<file path="src/hdl/sifr_pkg.sv">
package sifr_pkg;

  localparam int unsigned RAW_CAPACITY_DEF = 512;

  localparam logic [7:0] FLAG_BYTE    = 8'h7E;
  localparam logic [7:0] ESC_BYTE     = 8'h7D;
  localparam logic [7:0] ESC_OF_FLAG  = 8'h5E;
  localparam logic [7:0] ESC_OF_ESC   = 8'h5D;
  localparam logic [7:0] CTRL_SEQ0    = 8'h00;
  localparam logic [7:0] CTRL_SEQ1    = 8'h40;
  localparam logic [7:0] RR_SEQ0      = 8'h05;
  localparam logic [7:0] RR_SEQ1      = 8'h85;
  localparam logic [7:0] REJ_SEQ0     = 8'h01;
  localparam logic [7:0] REJ_SEQ1     = 8'h81;
  localparam logic [7:0] NO_REPLY     = 8'h00;
  localparam logic [7:0] STATION_RST  = 8'h03;
  localparam logic [8:0] LENGTH_MAX   = 9'd511;

  typedef enum logic [1:0] {
    KIND_PAYLOAD = 2'd0,
    KIND_ACCEPT  = 2'd1,
    KIND_REJECT  = 2'd2,
    KIND_EMPTY   = 2'd3
  } kind_t;

  typedef enum logic [4:0] {
    PH_FLAG    = 5'b00001,
    PH_ADDR    = 5'b00010,
    PH_CTRL    = 5'b00100,
    PH_HCHECK  = 5'b01000,
    PH_BODY    = 5'b10000
  } phase_t;

  typedef struct packed {
    logic       valid;
    kind_t      kind;
    logic [7:0] payload_byte;
    logic [7:0] reply_control;
    logic [8:0] frame_length;
  } res_t;

endpackage

</file>
<file path="src/hdl/sifr_step.sv">
module sifr_step #(
  parameter int unsigned RawCapacity = sifr_pkg::RAW_CAPACITY_DEF
) (
  input  logic                clk,
  input  logic                rst,
  input  logic                advance,
  input  logic [7:0]          rx_byte,
  input  logic [7:0]          station_address,
  output sifr_pkg::res_t      res
);
  import sifr_pkg::*;

  localparam int CW = $clog2(RawCapacity + 1);
  localparam int LW = (CW > 9) ? CW : 9;
  localparam logic [CW-1:0] CAP = CW'(RawCapacity);

  phase_t        phase, phase_next;
  logic          seq_bit, seq_bit_next;
  logic          escape_pending, escape_pending_next;
  logic          bad_escape, bad_escape_next;
  logic          held_valid, held_valid_next;
  logic [7:0]    held_byte, held_byte_next;
  logic [7:0]    running_xor, running_xor_next;
  logic [CW-1:0] raw_count, raw_count_next;
  logic [CW-1:0] destuffed_count, destuffed_count_next;

  logic [7:0]    exp_ctrl;
  logic          take;
  logic [7:0]    take_byte;
  logic [LW-1:0] len_w;

  assign exp_ctrl = seq_bit ? CTRL_SEQ1 : CTRL_SEQ0;
  assign len_w    = LW'(destuffed_count) - LW'(1);

  always_comb begin
    phase_next           = phase;
    seq_bit_next         = seq_bit;
    escape_pending_next  = escape_pending;
    bad_escape_next      = bad_escape;
    held_valid_next      = held_valid;
    held_byte_next       = held_byte;
    running_xor_next     = running_xor;
    raw_count_next       = raw_count;
    destuffed_count_next = destuffed_count;
    take                 = 1'b0;
    take_byte            = rx_byte;
    res                  = '0;
    res.kind             = KIND_PAYLOAD;
    case (phase)
      PH_FLAG: begin
        if (rx_byte == FLAG_BYTE) phase_next = PH_ADDR;
      end
      PH_ADDR: begin
        if (rx_byte == station_address) phase_next = PH_CTRL;
        else if (rx_byte != FLAG_BYTE) phase_next = PH_FLAG;
      end
      PH_CTRL: begin
        phase_next = (rx_byte == exp_ctrl) ? PH_HCHECK : PH_FLAG;
      end
      PH_HCHECK: begin
        if (rx_byte == (station_address ^ exp_ctrl)) begin
          phase_next           = PH_BODY;
          escape_pending_next  = 1'b0;
          bad_escape_next      = 1'b0;
          held_valid_next      = 1'b0;
          held_byte_next       = 8'h00;
          running_xor_next     = 8'h00;
          raw_count_next       = '0;
          destuffed_count_next = '0;
        end else begin
          phase_next = PH_FLAG;
        end
      end
      PH_BODY: begin
        if (rx_byte == FLAG_BYTE) begin
          phase_next = PH_FLAG;
          res.valid  = 1'b1;
          if (raw_count == '0) begin
            res.kind = KIND_EMPTY;
          end else if (bad_escape || escape_pending || running_xor != 8'h00) begin
            res.kind          = KIND_REJECT;
            res.reply_control = seq_bit ? REJ_SEQ1 : REJ_SEQ0;
          end else begin
            seq_bit_next      = ~seq_bit;
            res.kind          = KIND_ACCEPT;
            res.reply_control = seq_bit ? RR_SEQ0 : RR_SEQ1;
            res.frame_length  = (len_w > LW'(LENGTH_MAX)) ? LENGTH_MAX : len_w[8:0];
          end
        end else if (raw_count < CAP) begin
          raw_count_next = raw_count + CW'(1);
          if (!bad_escape) begin
            if (escape_pending) begin
              escape_pending_next = 1'b0;
              if (rx_byte == ESC_OF_FLAG) begin
                take      = 1'b1;
                take_byte = FLAG_BYTE;
              end else if (rx_byte == ESC_OF_ESC) begin
                take      = 1'b1;
                take_byte = ESC_BYTE;
              end else begin
                bad_escape_next = 1'b1;
              end
            end else if (rx_byte == ESC_BYTE) begin
              escape_pending_next = 1'b1;
            end else begin
              take = 1'b1;
            end
          end
        end
      end
      default: phase_next = PH_FLAG;
    endcase
    if (take) begin
      if (held_valid) begin
        res.valid        = 1'b1;
        res.kind         = KIND_PAYLOAD;
        res.payload_byte = held_byte;
      end
      running_xor_next     = running_xor ^ take_byte;
      held_byte_next       = take_byte;
      held_valid_next      = 1'b1;
      destuffed_count_next = destuffed_count + CW'(1);
    end
  end

  always_ff @(posedge clk) begin
    if (rst) begin
      phase           <= PH_FLAG;
      seq_bit         <= 1'b0;
      escape_pending  <= 1'b0;
      bad_escape      <= 1'b0;
      held_valid      <= 1'b0;
      raw_count       <= '0;
      destuffed_count <= '0;
      running_xor     <= 8'h00;
    end else if (advance) begin
      phase           <= phase_next;
      seq_bit         <= seq_bit_next;
      escape_pending  <= escape_pending_next;
      bad_escape      <= bad_escape_next;
      held_valid      <= held_valid_next;
      raw_count       <= raw_count_next;
      destuffed_count <= destuffed_count_next;
      running_xor     <= running_xor_next;
    end
  end

  always_ff @(posedge clk) begin
    if (advance) held_byte <= held_byte_next;
  end

endmodule

</file>
<file path="src/hdl/stuffed_info_frame_receiver.sv">
// Channel   Direction  Handshake             Payload
// in        input      in_valid / in_ready   rx_byte
// out       output     out_valid / out_ready kind, payload_byte, reply_control, frame_length
// cfg       input      cfg_write             cfg_data (station address)
//
// One byte per cycle while the output register is free: an input register feeds
// the frame state update, whose result is registered in the output register.
// The input stage holds only while a result waits in a full output register.
// Synchronous reset returns to flag hunt, sequence bit 0, address 0x03.
module stuffed_info_frame_receiver #(
  parameter int unsigned RawCapacity = sifr_pkg::RAW_CAPACITY_DEF
) (
  input  logic       clk,
  input  logic       rst,
  input  logic       in_valid,
  output logic       in_ready,
  input  logic [7:0] rx_byte,
  output logic       out_valid,
  input  logic       out_ready,
  output logic [1:0] kind,
  output logic [7:0] payload_byte,
  output logic [7:0] reply_control,
  output logic [8:0] frame_length,
  input  logic       cfg_write,
  input  logic [7:0] cfg_data
);
  import sifr_pkg::*;

  logic [7:0] station_address;
  logic       stage_valid;
  logic [7:0] stage_byte;
  logic       advance;
  res_t       step_res;
  res_t       out_res;
  logic       out_free;

  assign out_free = !out_res.valid || out_ready;
  assign advance  = stage_valid && (!step_res.valid || out_free);
  assign in_ready = !stage_valid || advance;

  always_ff @(posedge clk) begin
    if (rst) begin
      station_address <= STATION_RST;
    end else if (cfg_write) begin
      station_address <= cfg_data;
    end
  end

  always_ff @(posedge clk) begin
    if (rst) begin
      stage_valid <= 1'b0;
    end else if (in_ready) begin
      stage_valid <= in_valid;
    end
  end

  always_ff @(posedge clk) begin
    if (in_ready && in_valid) stage_byte <= rx_byte;
  end

  sifr_step #(
    .RawCapacity(RawCapacity)
  ) u_step (
    .clk            (clk),
    .rst            (rst),
    .advance        (advance),
    .rx_byte        (stage_byte),
    .station_address(station_address),
    .res            (step_res)
  );

  always_ff @(posedge clk) begin
    if (rst) begin
      out_res.valid <= 1'b0;
    end else if (out_free) begin
      out_res.valid <= advance && step_res.valid;
    end
    if (out_free && advance && step_res.valid) begin
      out_res.kind          <= step_res.kind;
      out_res.payload_byte  <= step_res.payload_byte;
      out_res.reply_control <= step_res.reply_control;
      out_res.frame_length  <= step_res.frame_length;
    end
  end

  assign out_valid     = out_res.valid;
  assign kind          = out_res.kind;
  assign payload_byte  = out_res.payload_byte;
  assign reply_control = out_res.reply_control;
  assign frame_length  = out_res.frame_length;

endmodule

</file>
<file path="config.mk">
export PLATFORM = sky130hd
export DESIGN_NAME = stuffed_info_frame_receiver
export DESIGN_NICKNAME = d
export VERILOG_FILES = /design/src/hdl/sifr_pkg.sv /design/src/hdl/sifr_step.sv /design/src/hdl/stuffed_info_frame_receiver.sv
export SDC_FILE = /design/constraint.sdc
export NUM_CORES = 1
export LEC_CHECK = 0
export BUFFER_PORTS_ARGS = -buffer_cell sky130_fd_sc_hd__buf_4
export CAP_MARGIN = 10
export CORE_ASPECT_RATIO = 0.9
export CORE_MARGIN = 2
export CORE_UTILIZATION = 53
export DETAILED_ROUTE_END_ITERATION = 10
export GPL_ROUTABILITY_DRIVEN = 0
export MAX_ROUTING_LAYER = met4
export PLACE_DENSITY = 0.81
export SLEW_MARGIN = 15
export SYNTH_ARGS = -nofsm -noshare
export SYNTH_HDL_FRONTEND = slang
export SYNTH_SLANG_ARGS = --single-unit
</file>
<file path="constraint.sdc">
create_clock -name clk -period 2.85 [get_ports clk]
set_input_delay 0.4275 -clock clk [delete_from_list [all_inputs] [get_ports clk]]
set_output_delay 0.4275 -clock clk [all_outputs]
set_load 0.005 [all_outputs]
</file>
# Word-level counts from Yosys, hierarchy flattened
# Cells that the tools add are included.
[totals]
output_inout_bits = 29
regBits = 90
input_bits = 21
wordCells = 134
[classes]
n_reduce_logical = 26
bitwise_logic = 7
add_sub_neg = 3
muxes = 59
order_cmp = 2
n_eq_ne = 20
[op_table]
columns = ["op", "count"]
rows = [
  ["two-way mux 8 bit", 14],
  ["two-way mux 10 bit", 5],
  ["== test 8 x 7 -> 1 bit (second input constant)", 4],
  ["two-way mux 5 bit", 5],
  ["one-hot mux 5 bit (5 select lines)", 1],
  ["== test 8 bit", 3],
  ["two-way mux 1 bit", 22],
  ["two-way mux 11 bit", 2],
  ["adder 10 x 1 -> 10 bit (second input constant)", 2],
  ["one-hot mux 10 bit (2 select lines)", 1],
  ["bitwise XOR 8 bit", 2],
  ["greater-than comparator 10 x 9 -> 1 bit (second input constant)", 1],
  ["zero test 10 bit", 1],
  ["less-than comparator 10 bit (second input constant)", 1],
  ["AND reduction 5 bit", 2],
  ["subtractor 10 x 1 -> 10 bit (second input constant)", 1],
  ["two-way mux 9 bit", 1],
  ["!= test 2 x 1 -> 1 bit (second input constant)", 4],
  ["!= test 8 x 7 -> 1 bit (second input constant)", 1],
  ["nonzero test 8 bit", 1],
  ["two-way mux 7 bit", 1],
  ["two-way mux 3 bit", 2],
  ["AND reduction 6 bit", 1],
  ["nonzero test 2 bit", 3],
  ["19 further kinds", 36],
]

# Depth between registers and ports, before layout
[depth]
word_depth = 14
depth_mapped = 9
mapped_depth_nobuf = 7

# Cells and area by module
# Synthesis repeated with hierarchy kept, for this count alone.
[unflattened]
cells_unflattened = 456
area_unflattened_um2 = 4468.0
[modules_own_cells]
columns = ["mod", "n_inst", "area_per_inst_um2", "cells_each", "seq_area_each_um2"]
rows = [
  ["sifr_step", 1, 3026.7, 383, 980.9],
  ["stuffed_info_frame_receiver", 1, 1441.4, 73, 1251.2],
]

# Least setup slack after synthesis
# OpenSTA, ideal clock, no wires.
[synth_timing]
kind = "flip-flop to flip-flop"
start = "reg stage_byte[6]"
end = "reg frame_length[0] (netlist name)"
path_stages_with_launch = 6
setup_slack_ns = -0.050
path_buffers = 0
period_less_slack_ns = 2.900
arrival_time_ns = 2.496
setup_ns = 0.403
t_required_ns = 2.447
path_cell_list = "edfxtp_1 -> nand4_4 -> or4_4 -> nor2_1 -> a21o_1 -> nor2b_1"
[synth_via]
elab_chain_len = 14
word_cells_on_any_way = 21
cone_classes = "eq/ne: 4; mux: 12; reduce/logical: 5"
[synth_lines]
columns = ["element", "line", "rtl"]
rows = [
  ["start, declared", "stuffed_info_frame_receiver.sv:31", "logic [7:0] stage_byte;"],
  ["start signal, assigned", "stuffed_info_frame_receiver.sv:58", "if (in_ready && in_valid) stage_byte <= rx_byte;"],
  ["== test 8 x 7 -> 1 bit", "sifr_step.sv:97", "end else if (rx_byte == ESC_OF_ESC) begin"],
  ["two-way mux 1 bit", "sifr_step.sv:97", ""],
  ["two-way mux 1 bit", "sifr_step.sv:94", "if (rx_byte == ESC_OF_FLAG) begin"],
  ["two-way mux 1 bit", "sifr_step.sv:92", "if (escape_pending) begin"],
  ["two-way mux 1 bit", "sifr_step.sv:91", "if (!bad_escape) begin"],
  ["two-way mux 1 bit", "sifr_step.sv:89", "end else if (raw_count < CAP) begin"],
  ["two-way mux 1 bit", "sifr_step.sv:75", "if (rx_byte == FLAG_BYTE) begin"],
  ["two-way mux 1 bit", "sifr_step.sv:49", "case (phase)"],
  ["two-way mux 11 bit (*)", "sifr_step.sv:113", "if (take) begin"],
  ["zero test 1 bit", "stuffed_info_frame_receiver.sv:38", "assign advance = stage_valid && (!step_res.valid || out_free);"],
  ["logical OR 1 bit", "stuffed_info_frame_receiver.sv:38", ""],
  ["logical AND 1 bit", "stuffed_info_frame_receiver.sv:38", ""],
  ["logical AND 1 bit", "stuffed_info_frame_receiver.sv:78", "if (out_free && advance && step_res.valid) begin"],
  ["logical AND 1 bit (*)", "stuffed_info_frame_receiver.sv:78", ""],
]
# Every way passes the cells marked *; elsewhere a longest branch is shown, timed or not.
# A chain may end at the register's enable or synchronous reset.

# Final worst setup path
[layout_timing]
start = "reg stage_byte[0]"
end = "out in_ready"
[layout_via]
elab_chain_len = 13
word_cells_on_any_way = 20
cone_classes = "eq/ne: 4; mux: 12; reduce/logical: 4"
[layout_lines]
columns = ["element", "line", "rtl"]
rows = [
  ["== test 8 x 7 -> 1 bit", "sifr_step.sv:97", ""],
  ["two-way mux 1 bit", "sifr_step.sv:97", ""],
  ["two-way mux 1 bit", "sifr_step.sv:94", ""],
  ["two-way mux 1 bit", "sifr_step.sv:92", ""],
  ["two-way mux 1 bit", "sifr_step.sv:91", ""],
  ["two-way mux 1 bit", "sifr_step.sv:89", ""],
  ["two-way mux 1 bit", "sifr_step.sv:75", ""],
  ["two-way mux 1 bit", "sifr_step.sv:49", ""],
  ["two-way mux 11 bit (*)", "sifr_step.sv:113", ""],
  ["zero test 1 bit (*)", "stuffed_info_frame_receiver.sv:38", ""],
  ["logical OR 1 bit (*)", "stuffed_info_frame_receiver.sv:38", ""],
  ["logical AND 1 bit (*)", "stuffed_info_frame_receiver.sv:38", ""],
  ["logical OR 1 bit (*)", "stuffed_info_frame_receiver.sv:39", "assign in_ready = !stage_valid || advance;"],
  ["end, declared", "stuffed_info_frame_receiver.sv:16", "output logic in_ready,"],
]
# Marks and branches as above.

==> summary.txt <==
Outcome
  – Outcome: completed

Finish
  – Layout area overhead: 14.2%
  – Most frequent cells in the layout: buf_4, dfxtp_1, nand2_1
  – Layout Nets: 495
  – Post-Layout Cell Count: 573
  – Most common cell after layout, fill and taps aside: buf_4
  – Layout cell share with drive strength beyond 1: 21.5%
  – ANT cells: 0

Timing
  – Setup tns final: 0 ps
  – Worst setup margin: 178 ps
  – Worst slew pin tran: 885 ps
  – Fin. Hold Viols: 0
  – Setup violations, final: 0
  – Peak Freq: 0.374 GHz
  – Slew HR: 40.7%
  – Period utilisation layout: 93.7%
  – Final Skew: 7.77 ps
  – Unrepaired setup endpoints after global routing: no
  – Min Tclk post-route: 2670 ps
  – Final hold slack: 249 ps
  – Max-slew violation count: 0

Hold path
  – Hold Crit Class: input port to flip-flop
  – Hold path depth: 1
  – Endpoint with the worst hold slack: stage_byte[4]
  – Hold wc startpoint: rx_byte[4]

Global routing
  – Total GRT Usage: 20.5%
  – Initial antenna violation count: 0
  – Vias in the first global route: 3191
  – Gr ovfl total: 0
  – First-pass GRT wire length: 14600 um
  – Largest net degree at the start of global routing: 27

Setup path
  – Worst r2r dst: u_step.destuffed_count[0]
  – Worst Path Max Fanout: 9
  – Setup Crit Path Kind: flip-flop to output port
  – Worst Setup SP: stage_byte[0]
  – Reg2Reg Launch Point: stage_byte[0]
  – Flop2flop setup slack: 250 ps
  – Critical Path RT: 2420 ps
  – Worst R2R Path Depth: 6
  – Critical path capture point type: output port
  – WP data arrival: 2240 ps
  – Crit start category: flip-flop

CTS
  – Post-CTS Setup Repair Bufs: 0
  – Reg clk slew, reported paths: 80 ps
  – Root buffer cell: clkbuf_8
  – Clock Sinks: 85
  – Hold-fix buffers, CTS: 0
  – Clock latency on the worst-skew pair: 360 ps
  – CTS Buffer Depth: 2
  – CTS buffer count: 9
  – H-Tree Depth: 3
  – CTS tree: built

Placement
  – Worst slack, placed: 156 ps
  – Buffers on Ports: 44
  – Dpl cells: 557
  – Placed wire-length estimate: 6230 um

Logic synthesis
  – Seq/Total Area, Yosys: 48.0%
  – Yosys top cell area share: 26.3%
  – Number of synthesized flops with an enable pin: 38
  – Syn Inst Count: 426
  – Yosys cell types: 60
  – FF+latch count, synth: 85
  – Cells taking the most area after synthesis: edfxtp_1, dfxtp_1, nand2_1, mux2i_1, a21oi_1
  – Most used flip-flop cell after synthesis: dfxtp_1
  – Area leader, netlist: edfxtp_1
  – Async set or reset register ratio after synthesis: 0%
  – Syn Area/Cell: 10.2 um2
  – Mapped Area: 4340 um2
  – Synth Warn #: 0

Power
  – Power Density: 479 nW/um2
  – Switching share of power: 22.4%
  – Clock network fraction of total power: 40.0%
  – Maximum vdd drop: 238 uV
  – P_leak: 0.00204 uW
  – Internal power: 1840 uW
  – Comb power frac: 5.1%
  – Sw power: 531 uW
  – Flop pwr share: 54.8%

Floorplan
  – IO Count: 50
  – Rows: 31
  – Die width: 99.4 um
  – Initial core utilization: 54.3%
  – Core ar.: 7990 um2
  – Die Ht: 89.8 um
  – Die area: 8920 um2

Detailed routing
  – Via count: 3316
  – Vias per cell: 5.79
  – Antenna-violating nets left: 0
  – Routed WL: 8790 um
  – Drt wl/cell: 15.3 um
  – Drt pass-1 iters: 5
  – Iter 0 DRT Violations: 168
  – Drt drc: 0

Job
  – Max Cap Viol: 0
cell type report:
cell class | count | area (um2)
fillers | 616 | 3040
flip-flops and latches | 85 | 2080
multi-input cells | 304 | 2040
repair buffers | 58 | 435
clock buffers | 10 | 128
well taps | 99 | 124
clock inverters | 6 | 93.8
inverters | 11 | 55.1
power by group through the flow:
stage / Clock [uW] / Sequential [uW] / Combinational (uW)
final: 949 / 1300 / 122
after detailed placement: 0 / 1330 / 120
after CTS: 962 / 1300 / 120
after global routing: 1010 / 1300 / 132
after floorplan: 0 / 1320 / 90.5
after global placement: 0 / 1330 / 117
flip-flops by register name (all words and copies together), names as in the netlist, 2 cells and up:
register,count
reply_control,3
u_step.running_xor,8
stage_byte,8
kind,2
u_step.held_byte,8
u_step.destuffed_count,10
u_step.raw_count,10
station_address,8
frame_length,9
u_step.phase,5
payload_byte,8
cells in the mapped netlist (all sizes together) (4+ instances only):
cell type	number
a21o	7
a21oi	24
a32o	9
and2	12
and3	12
buf	11
clkbuf	19
dfxtp	47
edfxtp	38
ha	5
inv	10
mux2i	13
nand2	43
nand2b	4
nand3	9
nand3b	8
nand4	6
nand4b	4
nor2	25
nor2b	4
nor3	14
nor3b	4
nor4	10
o211ai	8
o21ai	16
or2	7
or3	7
xnor2	9
xor2	13
routing by layer:
metal	up-vias	track usage, %	routed length (um)
met5	-	-	0
met1	1547	25.6	3800
li1	1620	-	-
met3	16	4.20	538
met4	0	5.71	135
met2	133	33.9	4320
cell families after synthesis:
| family | count (synthesis) | share of synthesized area (%) |
|---|---|---|
| adders and majority gates | 5 | 1.44 |
| AOI/OAI and AO/OA | 79 | 13.0 |
| xor gates and xnor gates | 22 | 4.44 |
| buffers and inverters | 41 | 5.71 |
| muxes | 15 | 3.52 |
| DFF | 85 | 48.0 |
| and+or+nand+nor | 178 | 23.8 |
| other | 1 | 0.0865 |
metrics by stage:
| step | util (%) | cell area, um2 | power [uW] |
|---|---|---|---|
| floorplan | - | 4350 | 1410 |
| global placement | 59.1 | 4720 | 1450 |
| detailed placement | 59.1 | 4720 | 1450 |
| CTS | 61.9 | 4940 | 2380 |
| global route | 62.0 | 4950 | 2440 |
| finish | 62.0 | 4950 | 2370 |
worst max-delay path by stage:
stage                 endpoint  cells after the start  slack, ps
6_report              in_ready                      7        180
5_1_grt               in_ready                      7         50
4_1_cts        payload_byte[6]                      5        150
3_5_place_dp   frame_length[0]                      5        160
3_3_place_gp   frame_length[7]                      5        270
2_1_floorplan  frame_length[0]                      5        360
worst max-delay path, cell delays in order (launching register included):
cell and delay [ps]:
edfxtp_1 550, xnor2_1 230, nor3_4 270, mux2i_1 300, a21o_1 170, buf_4 120, nand3_1 100, buf_4 160
repair_timing:
| item | CTS | global route |
|---|---|---|
| endpoints found under the hold margin | 0 | 0 |
| gates resized for setup | 0 | 2 |
| endpoints found under the setup margin | 0 | 25 |
Note: power is estimated with default switching activity, not from simulation.
